[src/rtl/spwr_pkg.sv]
// Package: shared types and constants of the speed PID controller.
`default_nettype none

package spwr_pkg;

  // Configuration register indexes.
  localparam int unsigned CfgIndexWidth = 3;
  localparam logic [CfgIndexWidth-1:0] REG_GAIN_P     = 3'd0;
  localparam logic [CfgIndexWidth-1:0] REG_GAIN_I     = 3'd1;
  localparam logic [CfgIndexWidth-1:0] REG_GAIN_D     = 3'd2;
  localparam logic [CfgIndexWidth-1:0] REG_WINDUP     = 3'd3;
  localparam logic [CfgIndexWidth-1:0] REG_MAX_OUTPUT = 3'd4;

  // Register values after reset.
  localparam logic [15:0] GAIN_P_RESET     = 16'd256;
  localparam logic [15:0] GAIN_I_RESET     = 16'd0;
  localparam logic [15:0] GAIN_D_RESET     = 16'd0;
  localparam logic [15:0] WINDUP_RESET     = 16'd50;
  localparam logic [15:0] MAX_OUTPUT_RESET = 16'd255;

  // Bound that the integral magnitude never exceeds.
  localparam logic signed [17:0] INTEGRAL_BOUND = 18'sd98304;

  // Word leaving the error stage.
  typedef struct packed {
    logic signed [16:0] err;
    logic signed [17:0] integ;
    logic signed [17:0] diff;
    logic [15:0]        drive;
  } spwr_err_word_t;

  // Word leaving the product stage.
  typedef struct packed {
    logic signed [32:0] prod_p;
    logic signed [33:0] prod_i;
    logic signed [33:0] prod_d;
    logic [15:0]        drive;
  } spwr_prod_word_t;

  // Gains in signed Q8.8.
  typedef struct packed {
    logic signed [15:0] gain_p;
    logic signed [15:0] gain_i;
    logic signed [15:0] gain_d;
  } spwr_gains_t;

endpackage

`default_nettype wire

[src/rtl/spwr_error_stage.sv]
// Input register, error calculation and integral with windup reset.
`default_nettype none

module spwr_error_stage
  import spwr_pkg::*;
(
  input  wire logic                 clk,
  input  wire logic                 rst,
  input  wire logic                 item_valid,
  output logic                      item_ready,
  input  wire logic signed [15:0]   target_speed,
  input  wire logic signed [15:0]   measured_speed,
  input  wire logic [15:0]          present_drive,
  input  wire logic [15:0]          windup_limit,
  output logic                      err_valid,
  input  wire logic                 err_ready,
  output spwr_err_word_t            err_word
);

  logic                s1_valid;
  logic signed [15:0]  s1_target;
  logic signed [15:0]  s1_measured;
  logic [15:0]         s1_drive;
  logic                s2_ready;
  logic                s2_load;

  logic signed [17:0]  integral_sum;
  logic signed [16:0]  previous_error;
  logic signed [17:0]  integral_next;

  logic signed [16:0]  target_ext;
  logic signed [16:0]  measured_ext;
  logic signed [16:0]  target_mag;
  logic signed [16:0]  measured_mag;
  logic signed [16:0]  err;
  logic signed [17:0]  integral_mag;

  // Handshake: each register takes a new word when empty or when its word moves on.
  assign s2_ready   = !err_valid || err_ready;
  assign item_ready = !s1_valid || s2_ready;
  assign s2_load    = s1_valid && s2_ready;

  // Input register.
  always_ff @(posedge clk) begin
    if (rst) begin
      s1_valid <= 1'b0;
    end else if (item_ready) begin
      s1_valid <= item_valid;
    end
    if (item_valid && item_ready) begin
      s1_target   <= target_speed;
      s1_measured <= measured_speed;
      s1_drive    <= present_drive;
    end
  end

  // Error is the difference of the two magnitudes.
  always_comb begin
    target_ext   = {s1_target[15], s1_target};
    measured_ext = {s1_measured[15], s1_measured};
    target_mag   = s1_target[15] ? -target_ext : target_ext;
    measured_mag = s1_measured[15] ? -measured_ext : measured_ext;
    err          = target_mag - measured_mag;
  end

  // The integral accumulates while below the limit, otherwise it is cleared.
  always_comb begin
    integral_mag = integral_sum[17] ? -integral_sum : integral_sum;
    if ($unsigned(integral_mag) < {2'b00, windup_limit}) begin
      integral_next = integral_sum + 18'(err);
    end else begin
      integral_next = '0;
    end
  end

  // Controller state and the outgoing word.
  always_ff @(posedge clk) begin
    if (rst) begin
      err_valid      <= 1'b0;
      integral_sum   <= '0;
      previous_error <= '0;
    end else begin
      if (s2_ready) begin
        err_valid <= s1_valid;
      end
      if (s2_load) begin
        integral_sum   <= integral_next;
        previous_error <= err;
      end
    end
    if (s2_load) begin
      err_word.err   <= err;
      err_word.integ <= integral_next;
      err_word.diff  <= 18'(previous_error) - 18'(err);
      err_word.drive <= s1_drive;
    end
  end

`ifndef SYNTH
  a_integral_bounded: assert property (@(posedge clk) disable iff (rst)
    (integral_sum <= INTEGRAL_BOUND) && (integral_sum >= -INTEGRAL_BOUND))
    else $error("integral outside its reachable range");

  a_state_moves_with_word: assert property (@(posedge clk)
    !$past(s2_load) && !$past(rst) |-> $stable(integral_sum) && $stable(previous_error))
    else $error("controller state changed without a word advancing");

  a_stall_means_full: assert property (@(posedge clk) disable iff (rst)
    !item_ready |-> s1_valid && err_valid)
    else $error("input stalled while a register is empty");

  a_error_in_range: assert property (@(posedge clk) disable iff (rst)
    (previous_error <= 17'sd32768) && (previous_error >= -17'sd32768))
    else $error("previous error outside its range");
`endif

endmodule

`default_nettype wire

[src/rtl/spwr_product_stage.sv]
// Product stage: the three gain multiplications, each registered.
`default_nettype none

module spwr_product_stage
  import spwr_pkg::*;
(
  input  wire logic            clk,
  input  wire logic            rst,
  input  wire logic            err_valid,
  output logic                 err_ready,
  input  wire spwr_err_word_t  err_word,
  input  wire spwr_gains_t     gains,
  output logic                 prod_valid,
  input  wire logic            prod_ready,
  output spwr_prod_word_t      prod_word
);

  logic prod_load;

  assign err_ready = !prod_valid || prod_ready;
  assign prod_load = err_valid && err_ready;

  // Proportional, integral and derivative products.
  always_ff @(posedge clk) begin
    if (rst) begin
      prod_valid <= 1'b0;
    end else if (err_ready) begin
      prod_valid <= err_valid;
    end
    if (prod_load) begin
      prod_word.prod_p <= 33'(err_word.err) * 33'(gains.gain_p);
      prod_word.prod_i <= 34'(err_word.integ) * 34'(gains.gain_i);
      prod_word.prod_d <= 34'(err_word.diff) * 34'(gains.gain_d);
      prod_word.drive  <= err_word.drive;
    end
  end

endmodule

`default_nettype wire

[src/rtl/spwr_output_stage.sv]
// Output stage: sum, truncation toward zero, drive update and clamp.
`default_nettype none

module spwr_output_stage
  import spwr_pkg::*;
(
  input  wire logic            clk,
  input  wire logic            rst,
  input  wire logic            prod_valid,
  output logic                 prod_ready,
  input  wire spwr_prod_word_t prod_word,
  input  wire logic [15:0]     max_output,
  output logic                 result_valid,
  input  wire logic            result_ready,
  output logic [15:0]          drive_out
);

  logic               out_load;
  logic signed [35:0] sum_q8;
  logic signed [35:0] sum_adj;
  logic signed [27:0] corr;
  logic signed [28:0] total;
  logic [15:0]        drive_clamped;

  assign prod_ready = !result_valid || result_ready;
  assign out_load   = prod_valid && prod_ready;

  // Rounding toward zero: negative sums get 255 added before the shift.
  always_comb begin
    sum_q8  = 36'(prod_word.prod_p) + 36'(prod_word.prod_i) + 36'(prod_word.prod_d);
    sum_adj = sum_q8 + {28'd0, {8{sum_q8[35]}}};
    corr    = sum_adj[35:8];
    total   = $signed({13'd0, prod_word.drive}) + {corr[27], corr};
    if (total[28]) begin
      drive_clamped = '0;
    end else if (total[27:0] > {12'd0, max_output}) begin
      drive_clamped = max_output;
    end else begin
      drive_clamped = total[15:0];
    end
  end

  // Result register.
  always_ff @(posedge clk) begin
    if (rst) begin
      result_valid <= 1'b0;
    end else if (prod_ready) begin
      result_valid <= prod_valid;
    end
    if (out_load) begin
      drive_out <= drive_clamped;
    end
  end

endmodule

`default_nettype wire

[src/rtl/speed_pid_with_windup_reset_core.sv]
// Top level: configuration registers and the three-stage PID pipeline.
// Throughput: one word per cycle; input register, error, product and result
// registers each pass one word on every cycle the result side is ready.
// Reset empties the pipeline, clears the integral and the previous error and
// loads the gains, windup limit and maximum output with their reset values.
`default_nettype none

module speed_pid_with_windup_reset_core
  import spwr_pkg::*;
(
  input  wire logic                     clk,
  input  wire logic                     rst,
  input  wire logic                     cfg_write,
  input  wire logic [CfgIndexWidth-1:0] cfg_index,
  input  wire logic [15:0]              cfg_data,
  input  wire logic                     item_valid,
  output logic                          item_ready,
  input  wire logic signed [15:0]       target_speed,
  input  wire logic signed [15:0]       measured_speed,
  input  wire logic [15:0]              present_drive,
  output logic                          result_valid,
  input  wire logic                     result_ready,
  output logic [15:0]                   drive_out
);

  spwr_gains_t     gains;
  logic [15:0]     windup_limit;
  logic [15:0]     max_output;

  logic            err_valid;
  logic            err_ready;
  spwr_err_word_t  err_word;
  logic            prod_valid;
  logic            prod_ready;
  spwr_prod_word_t prod_word;

  // Configuration registers; unknown indexes are ignored.
  always_ff @(posedge clk) begin
    if (rst) begin
      gains.gain_p <= GAIN_P_RESET;
      gains.gain_i <= GAIN_I_RESET;
      gains.gain_d <= GAIN_D_RESET;
      windup_limit <= WINDUP_RESET;
      max_output   <= MAX_OUTPUT_RESET;
    end else if (cfg_write) begin
      case (cfg_index)
        REG_GAIN_P:     gains.gain_p <= cfg_data;
        REG_GAIN_I:     gains.gain_i <= cfg_data;
        REG_GAIN_D:     gains.gain_d <= cfg_data;
        REG_WINDUP:     windup_limit <= cfg_data;
        REG_MAX_OUTPUT: max_output   <= cfg_data;
        default: begin
        end
      endcase
    end
  end

  spwr_error_stage u_error (
    .clk            (clk),
    .rst            (rst),
    .item_valid     (item_valid),
    .item_ready     (item_ready),
    .target_speed   (target_speed),
    .measured_speed (measured_speed),
    .present_drive  (present_drive),
    .windup_limit   (windup_limit),
    .err_valid      (err_valid),
    .err_ready      (err_ready),
    .err_word       (err_word)
  );

  spwr_product_stage u_product (
    .clk        (clk),
    .rst        (rst),
    .err_valid  (err_valid),
    .err_ready  (err_ready),
    .err_word   (err_word),
    .gains      (gains),
    .prod_valid (prod_valid),
    .prod_ready (prod_ready),
    .prod_word  (prod_word)
  );

  spwr_output_stage u_output (
    .clk          (clk),
    .rst          (rst),
    .prod_valid   (prod_valid),
    .prod_ready   (prod_ready),
    .prod_word    (prod_word),
    .max_output   (max_output),
    .result_valid (result_valid),
    .result_ready (result_ready),
    .drive_out    (drive_out)
  );

endmodule

`default_nettype wire

[config.mk]
export PLATFORM = sky130hd
export DESIGN_NAME = speed_pid_with_windup_reset_core
export DESIGN_NICKNAME = d
export VERILOG_FILES = /design/src/rtl/spwr_pkg.sv /design/src/rtl/spwr_error_stage.sv /design/src/rtl/spwr_product_stage.sv /design/src/rtl/spwr_output_stage.sv /design/src/rtl/speed_pid_with_windup_reset_core.sv
export SDC_FILE = /design/constraint.sdc
export NUM_CORES = 2
export LEC_CHECK = 0
export BUFFER_PORTS_ARGS = -buffer_cell sky130_fd_sc_hd__buf_2
export CORE_MARGIN = 5
export CORE_UTILIZATION = 59
export CTS_BUF_LIST = sky130_fd_sc_hd__clkbuf_8
export DETAILED_ROUTE_END_ITERATION = 7
export PLACE_DENSITY = 0.76
export REMOVE_ABC_BUFFERS = 1
export SETUP_SLACK_MARGIN = 0.3
export SKIP_LAST_GASP = 1
export SYNTH_ARGS = -nofsm -noshare
export SYNTH_HDL_FRONTEND = slang
export SYNTH_SLANG_ARGS = --single-unit
[constraint.sdc]
create_clock -name clk -period 15.25 [get_ports clk]
set_input_delay 1.525 -clock clk [delete_from_list [all_inputs] [get_ports clk]]
set_output_delay 1.525 -clock clk [all_outputs]
set_load 0.005 [all_outputs]
# == Word level (Yosys, flattened, before mapping) ==
# Cells that the tools add are included.
# classes
n_addsub,10
n_mul,3
magnitude_cmp,2
n_eq_ne,4
muxes,5
reduce_logical,18
# op_table
operator,n
18-bit by 16-bit multiplier with 34-bit output,2
35-bit by 34-bit adder with 36-bit output,1
36-bit by 8-bit adder with 36-bit output,1
18-bit two-way mux,2
33-bit by 34-bit adder with 35-bit output,1
17-bit two-way mux,2
16-bit negation with 17-bit output,2
17-bit by 16-bit multiplier with 33-bit output,1
17-bit by 28-bit adder with 29-bit output,1
28-bit by 16-bit > comparator with 1-bit output,1
18-bit by 17-bit adder with 18-bit output,1
18-bit by 16-bit < comparator with 1-bit output,1
18-bit negation,1
17-bit by 17-bit subtractor with 18-bit output,1
17-bit subtractor,1
16-bit two-way mux,1
2-bit AND reduction,5
3-bit by 2-bit equality test with 1-bit output (second input constant),2
1-bit logical AND,4
1-bit logical NOT,4
1-bit logical OR,4
3-bit by 1-bit equality test with 1-bit output (second input constant),1
3-bit equality test (second input constant),1
3-bit logical NOT,1
# totals
register_bits,369
inputBits,72
output_inout_bits,18

# == Depth between registers and ports, before layout ==
# depth
ltp_word,6
ltp_mapped,39
depth_no_buf,36

# == By module ==
# A second synthesis with hierarchy kept.
# unflattened
hier_cells,5423
area_unflattened_um2,52882.0
# by_module_without_submodules
mod,n_inst,cells_each,area_each_um2
spwr_product_stage,1,3629,35338.9
spwr_error_stage,1,808,8652.0
spwr_output_stage,1,692,5710.5
speed_pid_with_windup_reset_core,1,294,3180.6

# == Worst setup path before layout ==
# OpenSTA, ideal clock, no wires.
# synth_timing
kind,input-to-reg
start,in result_ready
end,"reg, netlist name u_product.prod_word[0]"
setup_ps,772
arrival_ps,10078
required_time_ps,14478
setup_slack_ps,4400
path_stages,2
cell_sequence,nor2b_1 a21boi_0
# synth_between
elab_chain_len,3
# synth_rtl
element,line_no,text
"start, declared",speed_pid_with_windup_reset_core.sv:22,"input wire logic result_ready,"
1-bit logical OR,spwr_output_stage.sv:25,assign prod_ready = !result_valid || result_ready;
1-bit logical OR,spwr_product_stage.sv:20,assign err_ready = !prod_valid || prod_ready;
1-bit logical AND,spwr_product_stage.sv:21,assign prod_load = err_valid && err_ready;
via u_product.prod_load,spwr_product_stage.sv:18,logic prod_load;
# The timed path passes the listed nets, and every way through them passes these cells.
# A chain may end at the register's enable or synchronous reset.

# == Final worst setup path ==
# layout_timing
start,"reg, netlist name u_product.prod_word[17]"
end,"reg u_output.drive_out[2], data pin"
# layout_between
elab_chain_len,5
# layout_rtl
element,line_no,text
35-bit by 34-bit adder with 36-bit output (*),spwr_output_stage.sv:30,sum_q8 = 36'(prod_word.prod_p) + 36'(prod_word.prod_i) + 36'(prod_word.prod_d);
36-bit by 8-bit adder with 36-bit output (*),spwr_output_stage.sv:31,"sum_adj = sum_q8 + {28'd0, {8{sum_q8[35]}}};"
17-bit by 28-bit adder with 29-bit output (*),spwr_output_stage.sv:33,"total = $signed({13'd0, prod_word.drive}) + {corr[27], corr};"
28-bit by 16-bit > comparator with 1-bit output,spwr_output_stage.sv:36,"end else if (total[27:0] > {12'd0, max_output}) begin"
16-bit two-way mux,spwr_output_stage.sv:36,
"end signal, assigned",spwr_output_stage.sv:51,drive_out <= drive_clamped;
"end, declared",spwr_output_stage.sv:15,output logic [15:0] drive_out
# Every way passes the cells marked *; elsewhere a longest branch is shown, timed or not.

==> metrics.cfg <==
[synth]
ys_seq_area_share_pct=19.3
yosys_warnings=0
synth.avg_cell_area_um2=9.54
netlist_instances=5369
synthArstFlopShare_pct=0
post_synth_instance_area_um2=51200
ys.flop_type=edfxtp_1
netlist-cell-type-count=84
ys_ff_latch=369
synth_edf_count=250

[flow_run]
drv_cap=0

[clock_tree]
cts_tree=done
cts.htree.levels=3
cts.reportedPaths.clkPinSlew_ns=0.07
cts_buffers=67
clockBufferDepth=3
clock_tree.root_cell=clkbuf_8
cts_setup_buffers=0
clock-sinks=369
post_cts_resized=0
clock_latency_ns=0.70
hold_buffers=0

[sta]
slew_headroom_pct=20.5
finalCritPeriodShare_pct=61.5
setup_viol=0
period_minus_slack_ns=9.38
timing.hold.ws_ns=0.402
rsz0062_at_grt=false
final_max_slew_viol_count=0
hold_violations=0
fmax_ghz=0.107
worstMarginPinSlew_ns=1.18
skew_ns=0.0384
tns_ns=0

[place]
dpl.hpwl_um=102000
routabilityCongestion=0.920
portBuffers=89
dpl_cell_area_um2=52700

[floorplan]
start_util_pct=59.2
ioPinCount=90
dieArea_um2=92800
die_w_um=305
core_um2=86500
die_h_um=305
num_rows=108

[power_and_ir_drop]
finalPower_mw=5.79
power_density_nw_per_um2=107
p_leak_nw=23.3
irDropWorstVdd_v=0.000191

[final_layout]
nFillCells=7237
area_delta_synth_final_pct=5.57
fin_nets=6743
drive_gt1_share_pct=4.82
finalInstanceArea_um2=54100

[global_routing]
grt_remaining_overflow=0
grt_pass1_wl_um=208000
grt_max_degree=87
grt_usage_pct=28.1
antenna_found_initial=8
grt_pass1_vias=39000

[setup_path]
crit_slowest_cell=o41ai_1
cp_slowest_stage_delay_ns=0.80
path_max_fanout=16
path_class=reg -> reg
rr_worst_depth=35
worst_ep_required_time_ns=15.77
arrival_ns=9.89
crit_path_start_kind=register
cp-end-kind=register

[routing]
wl_um=127000
wl_per_cell_um=19.2
first_pass_iters=7
drt-initial-drc-count=2640
vias=36900
post-route-drc-count=0
vias_per_cell=5.60
ant_nets=0

[min_path]
min_path_cells=0
hp-class=reg -> reg

[status]
outcome=finished clean

-- metrics by stage --
| step | utilization, % | std cells | setup WS (ns) |
|---|---|---|---|
| after floorplan | - | 5187 | 4.40 |
| after global routing | 62.5 | 6592 | 4.98 |
| after detailed placement | 60.9 | 6468 | 5.96 |
| final | 62.5 | 6595 | 5.87 |
| after CTS | 62.5 | 6590 | 5.89 |
| after global placement | 60.9 | 6468 | 6.13 |
-- power breakdown --
group / switching, mW / total, mW / internal (mW) / leakage (nW)
combinational: 2.00 / 3.29 / 1.29 / 19.2
sequential: 0.255 / 1.54 / 1.29 / 3.31
clock: 0.465 / 0.965 / 0.499 / 0.742
-- worst max-delay path: cells and delay by family (launching register included) --
kind,cells,cell delay (ns)
AND/OR/NAND/NOR,12,2.65
adder cells (fa/ha/maj),6,2.21
XOR/XNOR,2,0.38
flip-flops,1,0.40
buffers and inverters,1,0.24
multiplexers,1,0.22
AO/OA/AOI/OAI,13,3.08
-- metal layers --
layer,routed length (um),part of all wire (%),vias up,GRT usage [%]
li1,-,-,16800,-
met4,7210,5.7,0,13.0
met2,60100,47,1267,46.2
met5,0,0,-,0
met3,8560,6.7,297,4.12
met1,51100,40,18500,37.4
-- cell type report --
type	instances	area [um^2]	area share (%)
Antenna cell	5	12.5	0.0231
Clock buffer	72	991	1.83
Clock inverter	50	365	0.676
Inverter	1016	3820	7.06
Multi-Input combinational cell	3802	36800	68.1
Sequential cell	369	9890	18.3
Tap cell	1155	1450	2.67
Timing Repair Buffer	126	726	1.34
-- cell usage after synthesis (12+ instances only) --
cell	count	area share [%]
inv_1	1016	7.4
fa_1	895	35
nand2_1	811	5.9
ha_1	394	9.6
and2_1	353	4.3
edfxtp_1	250	15
a21oi_1	215	2.1
clkbuf_1	170	1.2
xnor2_1	168	2.9
nor2_1	156	1.1
dfxtp_1	119	4.7
o21ai_0	116	1.1
nand2b_1	73	0.89
nand3_1	72	0.70
a21o_1	59	0.86
xor2_1	58	0.99
nor3_1	46	0.45
o21a_1	30	0.44
nor2b_1	27	0.33
nand3b_1	20	0.29
o31ai_1	20	0.29
a211oi_1	19	0.28
o21bai_1	19	0.28
a21boi_0	17	0.25
and3_1	16	0.20
mux2i_1	15	0.29
or3_1	15	0.18
nand4_1	14	0.17
nor4_1	13	0.16
o21ai_1	13	0.13
o211ai_1	12	0.18
-- cell families (layout without fill, tap and decap cells) --
group / Yosys count / count (layout) / share of synthesized area [%]
adders and majority gates: 1289 / 1289 / 44.6
AOI/OAI and AO/OA: 609 / 609 / 7.49
buffers and inverters: 1198 / 1264 / 8.82
and+or+nand+nor: 1658 / 1658 / 15.5
xor gates and xnor gates: 227 / 227 / 3.90
other: 0 / 5 / 0
muxes: 19 / 19 / 0.381
DFF: 369 / 369 / 19.3
-- path summary, 6_finish.rpt --
check	end	from	slack [ns]
worst max-delay path	u_output.drive_out[2]$_SDFFCE_PP0P_	u_product.prod_word[17]$_DFFE_PP_	5.87
worst min-delay path	u_error.err_word[12]$_DFFE_PP_	u_error.s1_drive[12]$_DFFE_PP_	0.40
worst max register to register	u_output.drive_out[2]$_SDFFCE_PP0P_	u_product.prod_word[17]$_DFFE_PP_	5.87
worst min register to register	u_error.err_word[12]$_DFFE_PP_	u_error.s1_drive[12]$_DFFE_PP_	0.40
-- sequential cells by signal, summed over array words and instances, names as in the netlist --
name,count
windup_limit,16
u_error.s1_measured,16
gains,48
u_error.err_word,69
u_error.err_valid,1
u_error.s1_drive,16
u_error.previous_error,17
u_product.prod_word,117
u_product.prod_valid,1
u_output.result_valid,1
u_output.drive_out,16
u_error.s1_target,16
u_error.s1_valid,1
u_error.integral_sum,18
max_output,16
-- placed cells by master (no fill, tap or decap), drive strengths merged, types with 58 or more instances in the layout --
cell	instances
xor2	58
nand2b	73
nand2	811
xnor2	169
ha	394
and2	354
a21oi	215
dfxtp	119
a21o	59
buf	126
fa	895
o21ai	129
nand3	72
inv	1036
edfxtp	250
clkbuf	72
nor2	156
Power figures use the tool's default switching activity.
